==> config.mk <==
export PLATFORM = sky130hd
export DESIGN_NAME = waypoint_path_stepper
export DESIGN_NICKNAME = d
export VERILOG_FILES = /design/src/rtl/wps_pkg.sv /design/src/rtl/waypoint_path_stepper.sv
export SDC_FILE = /design/constraint.sdc
export NUM_CORES = 1
export LEC_CHECK = 0
export ABC_AREA = 0
export BUFFER_PORTS_ARGS = -buffer_cell sky130_fd_sc_hd__buf_2
export CORE_AREA = 10 10 280 282
export CTS_CLUSTER_SIZE = 8
export DETAILED_ROUTE_END_ITERATION = 6
export DIE_AREA = 0 0 290 292
export HOLD_SLACK_MARGIN = 0.03
export PLACE_DENSITY = 0.63
export SLEW_MARGIN = 0
export SYNTH_ARGS = -nofsm -noshare
export SYNTH_HDL_FRONTEND = slang
export SYNTH_SLANG_ARGS = --single-unit
==> constraint.sdc <==
create_clock -name clk -period 7 [get_ports clk]
set_input_delay 1.75 -clock clk [delete_from_list [all_inputs] [get_ports clk]]
set_output_delay 1.75 -clock clk [all_outputs]
set_load 0.02 [all_outputs]
==> src/rtl/wps_pkg.sv <==
// Shared constants for the waypoint path stepper and its checker.
package wps_pkg;

	localparam int COORD_W  = 12;
	localparam int MAX_WP   = 8;
	localparam int AIM_W    = 3;
	localparam int WPCNT_W  = 4;
	localparam int STEP_W   = 8;
	localparam int FUNC_W   = 2;
	localparam int DATA_W   = 64;
	localparam int ADDR_W   = 6;
	localparam int REG_W    = 3;

	localparam int DIF_W    = COORD_W + 1;
	localparam int PROD_W   = 2 * COORD_W;
	localparam int D2_W     = PROD_W + 1;
	localparam int ROOT_W   = (D2_W + 1) / 2;
	localparam int SH_W     = 2 * ROOT_W;
	localparam int SUB_W    = ROOT_W + 3;
	localparam int CNT_W    = $clog2(ROOT_W + 1);
	localparam int S2_W     = 2 * STEP_W;

	localparam logic [FUNC_W-1:0] FN_TICK  = 2'd0;
	localparam logic [FUNC_W-1:0] FN_START = 2'd1;
	localparam logic [FUNC_W-1:0] FN_PLACE = 2'd2;

	localparam logic [REG_W-1:0] REG_WP_A  = 3'd0;
	localparam logic [REG_W-1:0] REG_COUNT = 3'd4;
	localparam logic [REG_W-1:0] REG_STEP  = 3'd5;

	localparam logic [COORD_W-1:0] POS_RST   = 12'd500;
	localparam logic [WPCNT_W-1:0] COUNT_RST = 4'd5;
	localparam logic [STEP_W-1:0]  STEP_RST  = 8'd5;

endpackage

==> src/rtl/waypoint_path_stepper.sv <==
// Waypoint path stepper: tick sequencer with one shared multiplier and subtractor.
// Start, place, unused codes, other ticks: out_valid the cycle after acceptance.
// Tick while following, not done: step square, difference, squares, sum, compare,
//   then the 13-step square root and three 13-step divides on one subtractor.
// Each skipped waypoint reruns difference to compare; the last one is snapped to.
// One item at a time; reset restores position 500,500 and the register defaults.
module waypoint_path_stepper #(
	parameter int MAX_WAYPOINTS = wps_pkg::MAX_WP
) (
	input  logic                         clk,
	input  logic                         arst_n,
	input  logic                         psel,
	input  logic                         penable,
	input  logic                         pwrite,
	input  logic [wps_pkg::ADDR_W-1:0]   paddr,
	input  logic [wps_pkg::DATA_W-1:0]   pwdata,
	output logic [wps_pkg::DATA_W-1:0]   prdata,
	output logic                         pready,
	input  logic                         in_valid,
	output logic                         in_ready,
	input  logic [wps_pkg::FUNC_W-1:0]   func,
	input  logic [wps_pkg::COORD_W-1:0]  place_x,
	input  logic [wps_pkg::COORD_W-1:0]  place_y,
	output logic                         out_valid,
	input  logic                         out_ready,
	output logic [wps_pkg::COORD_W-1:0]  pos_x,
	output logic [wps_pkg::COORD_W-1:0]  pos_y,
	output logic [wps_pkg::AIM_W-1:0]    target_index,
	output logic                         following,
	output logic                         done_res
);
	import wps_pkg::*;

	localparam int WPI_W = $clog2(MAX_WAYPOINTS);

	typedef enum logic [3:0] {
		ST_IDLE, ST_SQS, ST_DIFF, ST_MULX, ST_MULY, ST_SUM, ST_CHK,
		ST_SQRT, ST_DIVK, ST_DIVX, ST_DIVY, ST_FIN
	} state_t;

	state_t state_q;

	logic [COORD_W-1:0] wp_x_q [MAX_WAYPOINTS];
	logic [COORD_W-1:0] wp_y_q [MAX_WAYPOINTS];
	logic [WPCNT_W-1:0] wp_count_q;
	logic [STEP_W-1:0]  step_q;

	logic [COORD_W-1:0] cur_x_q, cur_y_q, nx_q;
	logic [AIM_W-1:0]   aim_q;
	logic               follow_q, end_q, out_valid_q;

	logic signed [DIF_W-1:0] dx_q, dy_q;
	logic [S2_W-1:0]    s2_q;
	logic [PROD_W-1:0]  sqx_q, sqy_q;
	logic [D2_W-1:0]    d2_q;
	logic [SUB_W-1:0]   rem_q;
	logic [ROOT_W-1:0]  root_q, k_q;
	logic [SH_W-1:0]    sh_q;
	logic [CNT_W-1:0]   cnt_q;

	logic [REG_W-1:0]   reg_idx;
	logic               wr_en;
	logic [STEP_W-1:0]  step_eff;
	logic [WPCNT_W-1:0] n_eff, last_idx, aim_clamp;
	logic [WPI_W-1:0]   rd_idx;
	logic               aim_at_last;
	logic [COORD_W-1:0] aim_x, aim_y, mag_x, mag_y;
	logic signed [DIF_W-1:0] dx_c, dy_c, neg_x, neg_y;
	logic [COORD_W-1:0] mul_a, mul_b;
	logic [PROD_W-1:0]  mul_p;
	logic [SUB_W-1:0]   sub_a, sub_b, rem_nx;
	logic [SUB_W:0]     sub_d;
	logic               sub_ge;
	logic [ROOT_W-1:0]  quo_nx;
	logic               last_step;

	function automatic logic [COORD_W-1:0] floor_step(
		input logic [COORD_W-1:0] cur,
		input logic [ROOT_W-1:0]  quo,
		input logic [SUB_W-1:0]   rem,
		input logic               neg
	);
		logic [COORD_W-1:0] adj;
		adj = quo[COORD_W-1:0] + COORD_W'(neg && (rem != '0));
		return neg ? cur - adj : cur + adj;
	endfunction

	// configuration port
	assign reg_idx = paddr[ADDR_W-1:3];
	assign wr_en   = psel && penable && pwrite;
	assign pready  = 1'b1;

	always_ff @(posedge clk or negedge arst_n) begin
		if (!arst_n) begin
			for (int w = 0; w < MAX_WAYPOINTS; w++) begin
				wp_x_q[w] <= '0;
				wp_y_q[w] <= '0;
			end
			wp_count_q <= COUNT_RST;
			step_q     <= STEP_RST;
		end else if (wr_en) begin
			for (int w = 0; w < MAX_WAYPOINTS; w++) begin
				if (reg_idx == REG_WP_A + REG_W'(w >> 1)) begin
					wp_x_q[w] <= pwdata[(w & 1) * 2 * COORD_W +: COORD_W];
					wp_y_q[w] <= pwdata[(w & 1) * 2 * COORD_W + COORD_W +: COORD_W];
				end
			end
			if (reg_idx == REG_COUNT) wp_count_q <= pwdata[WPCNT_W-1:0];
			if (reg_idx == REG_STEP)  step_q     <= pwdata[STEP_W-1:0];
		end
	end

	always_comb begin
		prdata = '0;
		for (int w = 0; w < MAX_WAYPOINTS; w++) begin
			if (reg_idx == REG_WP_A + REG_W'(w >> 1)) begin
				prdata[(w & 1) * 2 * COORD_W +: COORD_W]           = wp_x_q[w];
				prdata[(w & 1) * 2 * COORD_W + COORD_W +: COORD_W] = wp_y_q[w];
			end
		end
		if (reg_idx == REG_COUNT) prdata = DATA_W'(wp_count_q);
		if (reg_idx == REG_STEP)  prdata = DATA_W'(step_q);
	end

	// derived operands
	assign step_eff = (step_q == '0) ? STEP_W'(1) : step_q;

	always_comb begin
		if (wp_count_q == '0)
			n_eff = WPCNT_W'(1);
		else if (wp_count_q > WPCNT_W'(MAX_WAYPOINTS))
			n_eff = WPCNT_W'(MAX_WAYPOINTS);
		else
			n_eff = wp_count_q;
	end

	assign last_idx    = n_eff - WPCNT_W'(1);
	assign aim_at_last = WPCNT_W'(aim_q) >= last_idx;
	assign aim_clamp   = (WPCNT_W'(aim_q) >= WPCNT_W'(MAX_WAYPOINTS)) ?
		WPCNT_W'(MAX_WAYPOINTS - 1) : WPCNT_W'(aim_q);
	assign rd_idx = aim_clamp[WPI_W-1:0];
	assign aim_x  = wp_x_q[rd_idx];
	assign aim_y  = wp_y_q[rd_idx];

	assign dx_c  = $signed({1'b0, aim_x}) - $signed({1'b0, cur_x_q});
	assign dy_c  = $signed({1'b0, aim_y}) - $signed({1'b0, cur_y_q});
	assign neg_x = -dx_q;
	assign neg_y = -dy_q;
	assign mag_x = dx_q[DIF_W-1] ? neg_x[COORD_W-1:0] : dx_q[COORD_W-1:0];
	assign mag_y = dy_q[DIF_W-1] ? neg_y[COORD_W-1:0] : dy_q[COORD_W-1:0];

	// shared multiplier
	always_comb begin
		case (state_q)
			ST_SQS:  mul_a = COORD_W'(step_eff);
			ST_MULX: mul_a = mag_x;
			default: mul_a = mag_y;
		endcase
		mul_b = mul_a;
	end
	assign mul_p = mul_a * mul_b;

	// shared compare and subtract: one root digit or one quotient bit per cycle
	always_comb begin
		case (state_q)
			ST_SQRT: begin
				sub_a = {rem_q[SUB_W-3:0], sh_q[SH_W-1 -: 2]};
				sub_b = SUB_W'({root_q, 2'b01});
			end
			ST_DIVK: begin
				sub_a = {rem_q[SUB_W-2:0], sh_q[SH_W-1]};
				sub_b = SUB_W'(step_eff);
			end
			default: begin
				sub_a = {rem_q[SUB_W-2:0], sh_q[SH_W-1]};
				sub_b = SUB_W'(k_q);
			end
		endcase
	end
	assign sub_d     = {1'b0, sub_a} - {1'b0, sub_b};
	assign sub_ge    = !sub_d[SUB_W];
	assign rem_nx    = sub_ge ? sub_d[SUB_W-1:0] : sub_a;
	assign quo_nx    = {root_q[ROOT_W-2:0], sub_ge};
	assign last_step = (cnt_q == '0);

	always_ff @(posedge clk or negedge arst_n) begin
		if (!arst_n) begin
			state_q     <= ST_IDLE;
			cur_x_q     <= POS_RST;
			cur_y_q     <= POS_RST;
			aim_q       <= '0;
			follow_q    <= 1'b0;
			end_q       <= 1'b0;
			out_valid_q <= 1'b0;
			cnt_q       <= '0;
		end else begin
			case (state_q)
				ST_IDLE: begin
					if (in_valid && in_ready) begin
						case (func)
							FN_TICK: begin
								if (follow_q && !end_q) begin
									state_q     <= ST_SQS;
									out_valid_q <= 1'b0;
								end else out_valid_q <= 1'b1;
							end
							FN_START: begin
								follow_q    <= 1'b1;
								end_q       <= 1'b0;
								aim_q       <= '0;
								cur_x_q     <= wp_x_q[0];
								cur_y_q     <= wp_y_q[0];
								out_valid_q <= 1'b1;
							end
							FN_PLACE: begin
								cur_x_q     <= place_x;
								cur_y_q     <= place_y;
								follow_q    <= 1'b0;
								out_valid_q <= 1'b1;
							end
							default: out_valid_q <= 1'b1;
						endcase
					end else if (out_ready) begin
						out_valid_q <= 1'b0;
					end
				end
				ST_SQS: begin
					s2_q    <= mul_p[S2_W-1:0];
					state_q <= ST_DIFF;
				end
				ST_DIFF: begin
					dx_q    <= dx_c;
					dy_q    <= dy_c;
					state_q <= ST_MULX;
				end
				ST_MULX: begin
					sqx_q   <= mul_p;
					state_q <= ST_MULY;
				end
				ST_MULY: begin
					sqy_q   <= mul_p;
					state_q <= ST_SUM;
				end
				ST_SUM: begin
					d2_q    <= D2_W'(sqx_q) + D2_W'(sqy_q);
					state_q <= ST_CHK;
				end
				ST_CHK: begin
					if (d2_q >= D2_W'(s2_q)) begin
						sh_q    <= SH_W'(d2_q);
						rem_q   <= '0;
						root_q  <= '0;
						cnt_q   <= CNT_W'(ROOT_W - 1);
						state_q <= ST_SQRT;
					end else if (aim_at_last) begin
						cur_x_q <= aim_x;
						cur_y_q <= aim_y;
						end_q   <= 1'b1;
						state_q <= ST_FIN;
					end else begin
						aim_q   <= aim_q + AIM_W'(1);
						state_q <= ST_DIFF;
					end
				end
				ST_SQRT: begin
					if (last_step) begin
						sh_q    <= {quo_nx, ROOT_W'(0)};
						rem_q   <= '0;
						root_q  <= '0;
						cnt_q   <= CNT_W'(ROOT_W - 1);
						state_q <= ST_DIVK;
					end else begin
						rem_q  <= rem_nx;
						root_q <= quo_nx;
						sh_q   <= sh_q << 2;
						cnt_q  <= cnt_q - CNT_W'(1);
					end
				end
				ST_DIVK: begin
					if (last_step) begin
						k_q     <= (quo_nx == '0) ? ROOT_W'(1) : quo_nx;
						sh_q    <= {ROOT_W'(mag_x), ROOT_W'(0)};
						rem_q   <= '0;
						root_q  <= '0;
						cnt_q   <= CNT_W'(ROOT_W - 1);
						state_q <= ST_DIVX;
					end else begin
						rem_q  <= rem_nx;
						root_q <= quo_nx;
						sh_q   <= sh_q << 1;
						cnt_q  <= cnt_q - CNT_W'(1);
					end
				end
				ST_DIVX: begin
					if (last_step) begin
						nx_q    <= floor_step(cur_x_q, quo_nx, rem_nx, dx_q[DIF_W-1]);
						sh_q    <= {ROOT_W'(mag_y), ROOT_W'(0)};
						rem_q   <= '0;
						root_q  <= '0;
						cnt_q   <= CNT_W'(ROOT_W - 1);
						state_q <= ST_DIVY;
					end else begin
						rem_q  <= rem_nx;
						root_q <= quo_nx;
						sh_q   <= sh_q << 1;
						cnt_q  <= cnt_q - CNT_W'(1);
					end
				end
				ST_DIVY: begin
					if (last_step) begin
						cur_x_q <= nx_q;
						cur_y_q <= floor_step(cur_y_q, quo_nx, rem_nx, dy_q[DIF_W-1]);
						state_q <= ST_FIN;
					end else begin
						rem_q  <= rem_nx;
						root_q <= quo_nx;
						sh_q   <= sh_q << 1;
						cnt_q  <= cnt_q - CNT_W'(1);
					end
				end
				ST_FIN: begin
					if (!out_valid_q || out_ready) begin
						out_valid_q <= 1'b1;
						state_q     <= ST_IDLE;
					end
				end
				default: state_q <= ST_IDLE;
			endcase
		end
	end

	assign in_ready     = (state_q == ST_IDLE) && (!out_valid_q || out_ready);
	assign out_valid    = out_valid_q;
	assign pos_x        = cur_x_q;
	assign pos_y        = cur_y_q;
	assign target_index = aim_q;
	assign following    = follow_q;
	assign done_res     = end_q;

endmodule

==> metrics.md <==
| Metric | Value |
|---|---|
| CP Launch Point | step_q[7] |
| Total number of vias | 22100 |
| WP buf/inv | 5 |
| DRT antenna net count | 0 |
| Root Driver | clkbuf_16 |
| Rows | 99 |
| Minimum clock period | 6.84 ns |
| Startpoint types | register |
| Count of cell types in the netlist | 84 |
| Worst path slowest cell | or4_4 |
| Post-synth EDFFs | 191 |
| DRC errors left | 0 |
| I/O Buffers | 162 |
| RSZ-0062 raised after global routing | yes |
| Final Slew Violations | 0 |
| Vias in the first global route | 23200 |
| Starting Density | 40.7% |
| DR iter-0 viols | 1633 |
| Register bit total from synthesis | 433 |
| Largest net degree at the start of global routing | 151 |
| Die H | 292 um |
| Setup ws final | 0.156 ns |
| Hold_buf cts | 0 |
| Arrival time worst endpoint | 7.32 ns |
| Synth Flop Type | dfrtp_1 |
| Clock Skew | 0.0515 ns |
| Hold_ws | 0.516 ns |
| Hpwl dp | 60800 um |
| Final period util | 97.8% |
| Global-route wire length before repair | 129000 um |
| Drt total wl | 82300 um |
| Share of cells above drive strength 1 | 32.7% |
| Synthesis-to-finish area growth | 20.5% |
| Worst path top cell family by delay | compound AO/OA/AOI/OAI gates |
| Register-to-Register Path Depth | 31 |
| CP Class | reg2reg |
| Grt ovf | 0 |
| Overall die width | 290 um |
| Critical path endpoint category | register |
| DP Worst Slack | -0.430 ns |
| Count of max-cap constraint violations | 0 |
| Clock-pin slew on the worst setup and hold paths | 0.05 ns |
| Sequential element share of the synthesized area | 40.0% |
| Synth Instances | 2652 |
| Multi-input gate area | 17100 sq um |
| CTS Buffer Depth | 3 |
| Reg area | 11800 sq um |
| Synth Warn # | 0 |
| WP depth | 31 |
| Post-route setup TNS | 0 ns |
| Fmax | 146 MHz |
| Final Hold Viols | 0 |
| Core box area | 72600 sq um |
| Crit Reg-Reg Startpoint | step_q[7] |
| Crit-path max cell delay | 0.56 ns |
| CTS Buf Count | 60 |
| Placed Instance Area | 32900 sq um |
| Max_slew headroom | 17.8% |
| Hold_sp | cnt_q[2] |
| Crit Path Max Fanout | 3 |
| Synthesized area | 29600 sq um |
| Synthesized area per cell | 11.1 sq um |
| Initial antenna violation count | 10 |
| Hold Crit Class | reg2reg |
| WHS Path Cells | 1 |
| Synth async-reset ratio | 55.9% |
| Slew at the pin with the worst max-slew slack | 1.22 ns |
| Global Route Usage Sum | 18.8% |
| Most common cell on crit path | ha_4 |
| 1st-pass router iterations | 7 |
| CTS tree | yes |
| # IOs | 199 |
| Critical Path RT | 7.48 ns |
| Die area | 84700 sq um |
| Number of fill cells in the layout | 6530 |
| Clk sinks | 433 |
| Cell area after layout | 35600 sq um |
| Outcome | complete, no violations |
| Final Setup Violations | 0 |
| H-tree lvl count | 2 |
| Routed WL per cell | 20.5 um |
| Fin nets | 3362 |
| Routed vias/inst | 5.51 |
| Clk_lat worst skew | 0.64 ns |
| Gpl congestion | 0.888 |
[through the flow]
step / util, % / std cells
after CTS: 48.0 / 3999
after detailed placement: 45.3 / 3877
final: 49.0 / 4016
after global placement: 45.3 / 3877
after global routing: 49.0 / 4016
after floorplan: - / 2667
[layout by cell type (no fill, tap or decap), drive strengths merged, types with 33 or more instances in the layout]
master  count
xor2       59
edfxtp    191
clkbuf    111
ha        174
dfrtp     226
nand2     165
o21a       33
nor2      228
nor3       40
buf       429
o21ai      69
inv       214
fa         83
mux2i      44
xnor2      86
mux4       96
a21oi     120
mux2      229
nor2b      68
[Yosys cell counts (44+ instances only)]
library cell	count	area share, %
inv_1	213	2.7
mux4_2	96	7.3
edfxtp_1	191	19
clkbuf_1	102	1.3
dfrtp_1	226	19
xnor2_1	86	2.5
mux2_2	229	8.7
fa_1	83	5.6
a21oi_1	120	2.0
mux2i_1	44	1.5
xor2_1	59	1.7
nand2_1	165	2.1
ha_1	174	7.4
nor2b_1	68	1.4
nor2_1	226	2.9
o21ai_0	64	1.1
[per-layer routing]
layer  part of all wire (%)  routed length (um)  vias to the layer above  track usage, %
met2                     48               39600                      632            31.7
met5                  0.083                  68                        -               0
li1                       -                   -                    10200               -
met3                    6.3                5200                      134            3.72
met4                    2.6                2150                       12            5.14
met1                     43               35300                    11100            24.3
[what timing repair did]
action / CTS / global route
pin swaps: 11 / 61
gates resized for setup: 26 / 126
endpoints found under the setup margin: 16 / 23
setup buffers: 8 / 14
[worst reg2reg max path: cells and delay by family (launching register included)]
kind / cells / cell delay, ns
AO/OA/AOI/OAI: 13 / 2.66
XOR/XNOR: 2 / 0.37
adder cells (fa/ha/maj): 6 / 1.37
buffers and inverters: 5 / 0.53
flip-flops: 1 / 0.38
multiplexers: 1 / 0.28
AND/OR/NAND/NOR: 4 / 1.08
[path summary, 6_finish.rpt]
check / end / slack (ns)
min in group asynchronous: wp_y_q[33] / 1.00
max in group asynchronous: pos_x[9] / 4.76
max: pos_y[9] / 0.16
min reg2reg: cnt_q[2] / 0.52
min: cnt_q[2] / 0.52
max reg2reg: pos_y[9] / 0.16
[layout make-up]
class | instances | share of cell area [%]
Antenna cell | 3 | 0.0211
Clock buffer | 111 | 4.81
Clock inverter | 3 | 0.176
Inverter | 215 | 2.27
Multi-Input combinational cell | 1863 | 48.1
Sequential cell | 433 | 33.2
Tap cell | 959 | 3.37
Timing Repair Buffer | 429 | 8.07
[sequential cells by signal (all words and copies together), names as in the netlist, 3 cells and up]
signal	count
dy_q	13
pos_y	12
wp_y_q	96
sh_q	26
dx_q	13
state_q	4
step_q	8
rem_q	15
target_index	3
wp_x_q	96
s2_q	15
nx_q	12
d2_q	25
sqy_q	23
wp_count_q	4
pos_x	12
sqx_q	23
k_q	13
cnt_q	4
root_q	13
[cells by family after synthesis]
logic type      share of synthesized area (%)
other cells                            0.0254
flops                                    40.0
xor+xnor                                 4.30
simple gates                             10.3
buf+inv                                  5.02
compound gates                           9.90
fa+ha+maj                                13.0
mux                                      17.5
Power is not shown: default switching activity piles up to over one toggle a cycle in this logic, so the estimate is an artifact.
